===== src/rtl/ffha_pkg.sv =====
// Shared types and constants for the first-fit heap allocator.
// Used by ffha_ctrl, ffha_dpath, ffha_checker and the top level; no dependencies.
`timescale 1ns / 1ps
`default_nettype none

package ffha_pkg;

	localparam int REQ_W     = 12;   // request_bytes
	localparam int OFF_W     = 12;   // payload_offset / granted_offset
	localparam int ST_W      = 2;    // status
	localparam int NEED_W    = 9;    // granules needed by the largest request
	localparam int GRAN_SH   = 4;    // 16-byte granules
	localparam int NEED_BIAS = 23;   // header bytes plus granule minus one

	localparam logic OP_ALLOC = 1'b0;
	localparam logic OP_FREE  = 1'b1;

	localparam logic [ST_W-1:0] ST_OK      = 2'd0;
	localparam logic [ST_W-1:0] ST_NOSPACE = 2'd1;
	localparam logic [ST_W-1:0] ST_BADFREE = 2'd2;

	// controller -> datapath
	typedef struct packed {
		logic            load;       // capture item, restart walk at granule 0
		logic            rd_cur;     // read header at walk position
		logic            take;       // hold current header for later steps
		logic            adv;        // step to next block
		logic            wr_head;    // mark current block allocated
		logic            wr_tail;    // write remainder header after split
		logic            rd_next;    // read header of following block
		logic            wr_free;    // write released and merged header
		logic            set_res;    // capture result
		logic [ST_W-1:0] res_st;
		logic            res_grant;  // result carries the payload offset
		logic            push;       // move result into output register
	} cmd_t;

	// datapath -> controller
	typedef struct packed {
		logic op_free;
		logic pos_end;
		logic sz_zero;
		logic fits;
		logic split;
		logic pay_gt;
		logic pay_eq;
		logic cur_used;
		logic out_free;
	} sts_t;

endpackage

`default_nettype wire


===== src/rtl/first_fit_heap_allocator_core.sv =====
// Top level of the first-fit heap allocator: stream ports, ffha_ctrl, ffha_dpath.
// Depends on ffha_pkg.
//
//   channel | side   | tdata (low bit up)                    | tuser
//   s_axis  | input  | request_bytes[11:0], payload_offset   | op (0 alloc, 1 free)
//           |        | [23:12]                               |
//   m_axis  | output | granted_offset[11:0], status[13:12],  | -
//           |        | zeros[15:14]                          |
//
// Each header visited is read from memory, then compared. An alloc walks to
// the first free block that fits and marks it, with a remainder header on a
// split; a free walks to its block and merges it with free neighbours.
// No clearing pass after reset: the first header reads as one free block
// until it is written. A finished result waits in the output register while
// the next item is accepted; the walk stalls at its end only if that register
// is still full.
`timescale 1ns / 1ps
`default_nettype none

module first_fit_heap_allocator_core #(
	parameter int HEAP_BYTES = 4096
) (
	input  wire logic        clk,
	input  wire logic        arst_n,
	input  wire logic        s_axis_tvalid,
	output      logic        s_axis_tready,
	input  wire logic [23:0] s_axis_tdata,  // request_bytes[11:0], payload_offset[23:12]
	input  wire logic        s_axis_tuser,  // op[0]
	output      logic        m_axis_tvalid,
	input  wire logic        m_axis_tready,
	output      logic [15:0] m_axis_tdata   // granted_offset[11:0], status[13:12]
);

	ffha_pkg::cmd_t cmd;
	ffha_pkg::sts_t sts;

	logic [ffha_pkg::OFF_W-1:0] out_grant;
	logic [ffha_pkg::ST_W-1:0]  out_st;

	ffha_ctrl u_ctrl (
		.clk      (clk),
		.arst_n   (arst_n),
		.in_valid (s_axis_tvalid),
		.in_ready (s_axis_tready),
		.sts      (sts),
		.cmd      (cmd)
	);

	ffha_dpath #(
		.HEAP_BYTES (HEAP_BYTES)
	) u_dpath (
		.clk       (clk),
		.arst_n    (arst_n),
		.in_op     (s_axis_tuser),
		.in_req    (s_axis_tdata[11:0]),
		.in_off    (s_axis_tdata[23:12]),
		.cmd       (cmd),
		.sts       (sts),
		.out_valid (m_axis_tvalid),
		.out_ready (m_axis_tready),
		.out_grant (out_grant),
		.out_st    (out_st)
	);

	assign m_axis_tdata = {2'b00, out_st, out_grant};

endmodule

`default_nettype wire


===== src/rtl/ffha_ctrl.sv =====
// Sequencer of the heap allocator: walks the header list and issues commands.
// Depends on ffha_pkg (cmd_t, sts_t, status codes).
`timescale 1ns / 1ps
`default_nettype none

module ffha_ctrl (
	input  wire logic          clk,
	input  wire logic          arst_n,
	input  wire logic          in_valid,
	output      logic          in_ready,
	input  wire ffha_pkg::sts_t sts,
	output      ffha_pkg::cmd_t cmd
);

	localparam logic [2:0] S_IDLE = 3'd0;
	localparam logic [2:0] S_RD   = 3'd1;
	localparam logic [2:0] S_EV   = 3'd2;
	localparam logic [2:0] S_WRT  = 3'd3;
	localparam logic [2:0] S_RDN  = 3'd4;
	localparam logic [2:0] S_EVN  = 3'd5;
	localparam logic [2:0] S_FIN  = 3'd6;

	logic [2:0] state_q, state_d;

	always_ff @(posedge clk or negedge arst_n) begin
		if (!arst_n) begin
			state_q <= S_IDLE;
		end else begin
			state_q <= state_d;
		end
	end

	assign in_ready = (state_q == S_IDLE);

	always_comb begin
		state_d = state_q;
		cmd     = '0;
		unique case (state_q)
			S_IDLE: begin
				if (in_valid) begin
					cmd.load = 1'b1;
					state_d  = S_RD;
				end
			end
			S_RD: begin
				if (sts.pos_end) begin
					cmd.set_res = 1'b1;
					cmd.res_st  = sts.op_free ? ffha_pkg::ST_BADFREE : ffha_pkg::ST_NOSPACE;
					state_d     = S_FIN;
				end else begin
					cmd.rd_cur = 1'b1;
					state_d    = S_EV;
				end
			end
			S_EV: begin
				cmd.take = 1'b1;
				if (sts.sz_zero) begin
					cmd.set_res = 1'b1;
					cmd.res_st  = sts.op_free ? ffha_pkg::ST_BADFREE : ffha_pkg::ST_NOSPACE;
					state_d     = S_FIN;
				end else if (!sts.op_free) begin
					if (sts.fits) begin
						cmd.wr_head   = 1'b1;
						cmd.set_res   = 1'b1;
						cmd.res_st    = ffha_pkg::ST_OK;
						cmd.res_grant = 1'b1;
						state_d       = sts.split ? S_WRT : S_FIN;
					end else begin
						cmd.adv = 1'b1;
						state_d = S_RD;
					end
				end else if (sts.pay_gt || (sts.pay_eq && !sts.cur_used)) begin
					cmd.set_res = 1'b1;
					cmd.res_st  = ffha_pkg::ST_BADFREE;
					state_d     = S_FIN;
				end else if (sts.pay_eq) begin
					state_d = S_RDN;
				end else begin
					cmd.adv = 1'b1;
					state_d = S_RD;
				end
			end
			S_WRT: begin
				cmd.wr_tail = 1'b1;
				state_d     = S_FIN;
			end
			S_RDN: begin
				cmd.rd_next = 1'b1;
				state_d     = S_EVN;
			end
			S_EVN: begin
				cmd.wr_free = 1'b1;
				cmd.set_res = 1'b1;
				cmd.res_st  = ffha_pkg::ST_OK;
				state_d     = S_FIN;
			end
			S_FIN: begin
				if (sts.out_free) begin
					cmd.push = 1'b1;
					state_d  = S_IDLE;
				end
			end
			default: begin
				state_d = S_IDLE;
			end
		endcase
	end

endmodule

`default_nettype wire


===== src/rtl/ffha_dpath.sv =====
// Datapath of the heap allocator: header memory, walk registers, compares,
// result and output registers. Depends on ffha_pkg; driven by ffha_ctrl.
`timescale 1ns / 1ps
`default_nettype none

module ffha_dpath #(
	parameter int HEAP_BYTES = 4096
) (
	input  wire logic                        clk,
	input  wire logic                        arst_n,
	input  wire logic                        in_op,
	input  wire logic [ffha_pkg::REQ_W-1:0]  in_req,
	input  wire logic [ffha_pkg::OFF_W-1:0]  in_off,
	input  wire ffha_pkg::cmd_t              cmd,
	output      ffha_pkg::sts_t              sts,
	output      logic                        out_valid,
	input  wire logic                        out_ready,
	output      logic [ffha_pkg::OFF_W-1:0]  out_grant,
	output      logic [ffha_pkg::ST_W-1:0]   out_st
);

	localparam int GRANULES = HEAP_BYTES / 16;
	localparam int AW  = $clog2(GRANULES);              // memory index
	localparam int PW  = $clog2(GRANULES + 1);          // walk position, holds GRANULES
	localparam int SW  = PW;                            // block size in granules
	localparam int EW  = SW + 1;                        // header entry: size, used bit
	localparam int CW  = (SW > ffha_pkg::NEED_W) ? SW : ffha_pkg::NEED_W;
	localparam int YW  = (PW + ffha_pkg::GRAN_SH > ffha_pkg::OFF_W) ?
	                     PW + ffha_pkg::GRAN_SH : ffha_pkg::OFF_W;
	localparam int SUMW = ffha_pkg::REQ_W + 1;

	// header store; entry 0 reads as one free block spanning the heap until written
	logic [EW-1:0] mem_q [GRANULES];
	logic [EW-1:0] rdata_s1;
	logic          rinit_s1;
	logic          h0_init_q;
	logic          nrd_s1;

	logic                       op_q;
	logic [ffha_pkg::NEED_W-1:0] need_q;
	logic [ffha_pkg::OFF_W-1:0] off_q;
	logic [PW-1:0]              pos_q;
	logic [PW-1:0]              prev_pos_q;
	logic [SW-1:0]              prev_sz_q;
	logic                       prev_free_q;
	logic [SW-1:0]              cur_sz_q;
	logic [ffha_pkg::ST_W-1:0]  res_st_q;
	logic [ffha_pkg::OFF_W-1:0] res_grant_q;
	logic                       out_valid_q;
	logic [ffha_pkg::ST_W-1:0]  out_st_q;
	logic [ffha_pkg::OFF_W-1:0] out_grant_q;

	logic [SUMW-1:0]            need_sum;
	logic [EW-1:0]              cur_e;
	logic [SW-1:0]              cur_sz;
	logic                       cur_used;
	logic [YW-1:0]              pay;
	logic [PW-1:0]              next_pos;
	logic                       next_in;
	logic [SW-1:0]              need_sz;
	logic [SW-1:0]              merged;
	logic                       nxt_free;
	logic                       re, we;
	logic [AW-1:0]              raddr, waddr;
	logic [EW-1:0]              wdata;

	assign need_sum = {1'b0, in_req} + SUMW'(ffha_pkg::NEED_BIAS);

	assign cur_e    = rinit_s1 ? {SW'(GRANULES), 1'b0} : rdata_s1;
	assign cur_sz   = cur_e[EW-1:1];
	assign cur_used = cur_e[0];
	assign need_sz  = SW'(need_q);

	assign pay      = YW'({pos_q, 4'b1000});
	assign next_pos = pos_q + PW'(cur_sz_q);
	assign next_in  = (next_pos < PW'(GRANULES));

	assign nxt_free = nrd_s1 && (cur_sz != '0) && !cur_used;
	assign merged   = cur_sz_q + (nxt_free ? cur_sz : SW'(0));

	// memory port control
	always_comb begin
		re    = cmd.rd_cur || (cmd.rd_next && next_in);
		raddr = cmd.rd_next ? next_pos[AW-1:0] : pos_q[AW-1:0];
		we    = cmd.wr_head || cmd.wr_tail || cmd.wr_free;
		waddr = pos_q[AW-1:0];
		wdata = {need_sz, 1'b1};
		if (cmd.wr_tail) begin
			waddr = AW'(pos_q + PW'(need_sz));
			wdata = {SW'(cur_sz_q - need_sz), 1'b0};
		end else if (cmd.wr_free) begin
			if (prev_free_q) begin
				waddr = prev_pos_q[AW-1:0];
				wdata = {SW'(prev_sz_q + merged), 1'b0};
			end else begin
				wdata = {merged, 1'b0};
			end
		end
	end

	always_ff @(posedge clk) begin
		if (we) begin
			mem_q[waddr] <= wdata;
		end
		if (re) begin
			rdata_s1 <= mem_q[raddr];
		end
	end

	always_ff @(posedge clk or negedge arst_n) begin
		if (!arst_n) begin
			h0_init_q <= 1'b1;
			rinit_s1  <= 1'b0;
			nrd_s1    <= 1'b0;
		end else begin
			if (we && (waddr == '0)) begin
				h0_init_q <= 1'b0;
			end
			if (re) begin
				rinit_s1 <= h0_init_q && (raddr == '0);
			end
			if (cmd.rd_next) begin
				nrd_s1 <= next_in;
			end
		end
	end

	// walk registers
	always_ff @(posedge clk) begin
		if (cmd.load) begin
			op_q   <= in_op;
			need_q <= need_sum[SUMW-1:ffha_pkg::GRAN_SH];
			off_q  <= in_off;
		end
		if (cmd.take) begin
			cur_sz_q <= cur_sz;
		end
		if (cmd.adv) begin
			prev_pos_q <= pos_q;
			prev_sz_q  <= cur_sz;
		end
		if (cmd.set_res) begin
			res_st_q    <= cmd.res_st;
			res_grant_q <= cmd.res_grant ? pay[ffha_pkg::OFF_W-1:0] : '0;
		end
		if (cmd.push) begin
			out_st_q    <= res_st_q;
			out_grant_q <= res_grant_q;
		end
	end

	always_ff @(posedge clk or negedge arst_n) begin
		if (!arst_n) begin
			pos_q       <= '0;
			prev_free_q <= 1'b0;
			out_valid_q <= 1'b0;
		end else begin
			if (cmd.load) begin
				pos_q       <= '0;
				prev_free_q <= 1'b0;
			end else if (cmd.adv) begin
				pos_q       <= pos_q + PW'(cur_sz);
				prev_free_q <= !cur_used;
			end
			if (cmd.push) begin
				out_valid_q <= 1'b1;
			end else if (out_ready) begin
				out_valid_q <= 1'b0;
			end
		end
	end

	always_comb begin
		sts.op_free  = (op_q == ffha_pkg::OP_FREE);
		sts.pos_end  = (pos_q >= PW'(GRANULES));
		sts.sz_zero  = (cur_sz == '0);
		sts.fits     = !cur_used && (CW'(cur_sz) >= CW'(need_q));
		sts.split    = (CW'(cur_sz) > CW'(need_q));
		sts.pay_gt   = (pay > YW'(off_q));
		sts.pay_eq   = (pay == YW'(off_q));
		sts.cur_used = cur_used;
		sts.out_free = !out_valid_q || out_ready;
	end

	assign out_valid = out_valid_q;
	assign out_grant = out_grant_q;
	assign out_st    = out_st_q;

endmodule

`default_nettype wire


===== config.mk =====
export PLATFORM = sky130hd
export DESIGN_NAME = first_fit_heap_allocator_core
export DESIGN_NICKNAME = d
export VERILOG_FILES = /design/src/rtl/ffha_pkg.sv /design/src/rtl/first_fit_heap_allocator_core.sv /design/src/rtl/ffha_ctrl.sv /design/src/rtl/ffha_dpath.sv
export SDC_FILE = /design/constraint.sdc
export NUM_CORES = 2
export LEC_CHECK = 0
export ABC_CLOCK_PERIOD_IN_PS = 38600
export BUFFER_PORTS_ARGS = -buffer_cell sky130_fd_sc_hd__buf_2
export CAP_MARGIN = 20
export CORE_ASPECT_RATIO = 1.25
export CORE_UTILIZATION = 45
export DETAILED_ROUTE_END_ITERATION = 8
export PLACE_DENSITY_LB_ADDON = 0.12
export RECOVER_POWER = 50
export SKIP_LAST_GASP = 1
export SYNTH_ARGS = -nofsm -noshare
export SYNTH_HDL_FRONTEND = slang
export SYNTH_HIERARCHICAL = 1
export SYNTH_SLANG_ARGS = --single-unit
export TNS_END_PERCENT = 30

===== constraint.sdc =====
create_clock -name clk -period 38.6 [get_ports clk]
set_input_delay 1.93 -clock clk [delete_from_list [all_inputs] [get_ports clk]]
set_output_delay 1.93 -clock clk [all_outputs]
set_load 0.1 [all_outputs]

==> results.cfg <==
[outcome]
status = finished with violations
violations = capacitance limit, slew limit

[synthesis]
synth_common_cells = 2640 x edfxtp_1, 2616 x nand2_1, 811 x nand3_1, 447 x a311oi_1, 328 x nor2_1
synthArstFlopShare = 0.00640
synth_flop_cell = edfxtp_1
synth.avg_cell_area_um2 = 12.7
synth_largest_area_cell = edfxtp_1
yosysWarnings = 6
synth_top_cell_area_share = 0.723
seq_area_frac_synth = 0.727
ys_seq_elements = 2657
syn_inst = 8601
synth_area_um2 = 110000
yosysMostFrequentCell = edfxtp_1
synth_edf_count = 2640
synth_cell_type_count = 87
synthTopCellsByArea = edfxtp_1 72%, nand2_1 9.0%, nand3_1 3.7%, a311oi_1 3.6%, and3_1 1.7%

[global_routing]
antenna_found_initial = 9
grt_pass1_vias = 68800
grt_max_degree = 191
overflow = 0
grt_pass1_wl_mm = 490
grtUsageTotal = 0.271

[cts]
clk_latency_ps = 860
ctsResizeCount = 0
cts_buffer_depth = 4
cts_hold_buf = 0
numCtsBuffers = 278
cts.sinks = 2657
cts_max_level = 5
cts_tree = built
cts_setup_buffers = 0
clk_pin_slew_ps = 60
cts-root-buf = clkbuf_16

[floorplan]
start_util = 0.453
die_h_um = 554
ios = 47
die_w_um = 443
rows = 202
core-area_um2 = 242000
die_area_um2 = 246000

[timing]
fmax_ghz = 0.0768
fin_skew_ps = 47.6
finalHoldViolCount = 0
fin_tns_setup_ps = 0
period_needed_ps = 13010
tightest_slew_ps = 9200
setup_viol = 0
fin_crit_sh = 0.337
slew_viol_final = 2066
maxSlewHeadroom = -5.13
whs_ps = 419
grt_setup_unrepaired = false

[pwr]
intPower_mw = 6.48
p_sw_mw = 4.97
p_sw_frac = 0.434
p_per_area_nw_per_um2 = 93.8
p_seq_frac = 0.340
p_leak_nw = 41.4
combinationalPowerShare = 0.438
ir_drop_mv = 0.0924
pwr-share-clk = 0.222

[critical_path]
cp_slowest_cell = clkbuf_1
cp-start-kind = flip-flop
crit_top_cell = clkbuf_1
slowest_delay_ps = 3320
cp_data_arrival_time_ps = 13150
crit_family = buffers and inverters
setup.worst_path.end = u_dpath/mem_q[92][1]
worst-path-buf-inv = 5
rr_endpoint = u_dpath/mem_q[92][1]
path_class = reg -> reg
startpoint = u_ctrl/state_q[2]
path_cells = nand2b_1 -> nor2_2 -> clkbuf_1 -> inv_1 -> o21ai_0 -> clkbuf_1 -> clkbuf_1 -> clkbuf_1
cp.depth = 8
worst_r2r_path_depth = 8
endpoint_kind = flip-flop
worstPathMaxFanout = 77
r2r_slack_ps = 25590
cp.required_ps = 38740
r2r-start = u_ctrl/state_q[2]

[detailed_routing]
drc = 0
drt_iter0_drc = 7486
viasPerCell = 6.00
vias = 71900
drt_first_pass_iters = 6
wl_per_cell_um = 28.4
ant_nets = 0
finalWirelength_mm = 340

[placed_design]
routabilityCongestion = 0.859
hpwlAfterDp_mm = 201
io_buffers = 41
placed_cells = 11500

[finish]
areaGrowthSynthToFinish_pct = 11.3
drive_gt1_frac = 0.0752
instances_no_fill = 12000
final_net_count = 8742

[job]
cap_violations = 36

[min_path]
hold_class = reg -> reg
==> power groups by stage <==
stage                     Sequential [mW]  Clock [mW]  Combinational [mW]
after global routing                 3.90        2.68                5.32
after detailed placement             3.86           0                5.02
after CTS                            3.80        2.58                5.04
after global placement               3.86           0                4.97
after floorplan                      4.18           0                2.92
final                                3.90        2.54                5.01
==> through the flow <==
stage | setup WS (ps) | utilization | cell area [um2] | power, mW
after global placement | 31410 | 0.466 | 113000 | 8.83
after detailed placement | 31390 | 0.470 | 114000 | 8.88
final | 25590 | 0.504 | 122000 | 11.5
after CTS | 31340 | 0.504 | 122000 | 11.4
after floorplan | 23060 | - | 110000 | 7.10
after global routing | 24870 | 0.504 | 122000 | 11.9
==> layout by cell type (no fill, tap or decap), types with 17 or more instances in the layout <==
cell and instances:
a21o_1 18, clkinv_1 57, clkinv_2 32, a31oi_1 94
clkbuf_16 289, buf_2 28, nor2b_1 18, a22oi_1 18
nand2_1 2612, a32oi_1 20, edfxtp_1 2640, clkbuf_1 174
buf_6 54, a21oi_1 85, a311oi_1 447, a211oi_1 19
buf_4 142, and3_1 293, nand4_1 20, nor2_1 312
buf_12 17, o21ai_0 62, inv_1 47, xnor2_1 33
ha_1 65, mux2i_1 52, nor3_1 58, nand3_1 811
==> flip-flops by register name (all words and copies together), names as in the netlist, 2 cells and up <==
| signal | count |
|---|---|
| u_dpath/mem_q | 2560 |
| u_dpath/off_q | 12 |
| u_dpath/rdata_s1 | 10 |
| u_dpath/cur_sz_q | 9 |
| u_dpath/need_q | 9 |
| u_dpath/out_grant | 9 |
| u_dpath/pos_q | 9 |
| u_dpath/prev_sz_q | 9 |
| u_dpath/res_grant_q | 9 |
| u_dpath/prev_pos_q | 8 |
| u_ctrl/state_q | 3 |
| u_dpath/out_st | 2 |
| u_dpath/res_st_q | 2 |
==> how the worst min path moves through the flow <==
stage | start | to | slack [ps] | cells after the start
global placement | u_dpath/res_grant_q[10] | u_dpath/out_grant[10] | 400 | 0
global route | u_dpath/res_grant_q[6] | u_dpath/out_grant[6] | 430 | 0
CTS | u_dpath/res_grant_q[6] | u_dpath/out_grant[6] | 420 | 0
detailed placement | u_dpath/res_grant_q[4] | u_dpath/out_grant[4] | 410 | 0
finish | u_dpath/res_grant_q[6] | u_dpath/out_grant[6] | 420 | 0
floorplan | u_dpath/res_grant_q[10] | u_dpath/out_grant[10] | 400 | 0
==> routing by layer <==
layer  up-vias  GRT usage  wire, um
met4         2      0.108     14700
met5         -          0        13
met3       556     0.0351     23100
met2      2880      0.453    167000
met1     36800      0.360    135000
li1      31700          -         -
==> worst reg2reg max path, cell delays in order, from the launching register on <==
cell and delay [ps]:
dfrtp_1 490, nand2b_1 240, nor2_2 100, clkbuf_1 990, inv_1 790, o21ai_0 2300
clkbuf_1 3320, clkbuf_1 1600, clkbuf_1 2420
==> cell families after synthesis <==
kind of cell / count (synthesis) / synth area share
and+or+nand+nor: 4238 / 0.165
muxes: 60 / 0.00581
other: 2 / 0.0000685
AOI/OAI and AO/OA: 886 / 0.0629
xor gates and xnor gates: 43 / 0.00344
buffers and inverters: 644 / 0.0268
adders and majority gates: 71 / 0.00852
DFF: 2657 / 0.727
==> layout make-up <==
class	count	area [um2]
flip-flops and latches	2657	79700
well taps	3162	3960
repair buffers	354	2630
clock buffers	354	7480
inverters	48	180
diodes	2	5.00
multi-input cells	5303	27200
fillers	20900	120000
clock inverters	118	892
Note: power is estimated with default switching activity, not from simulation.
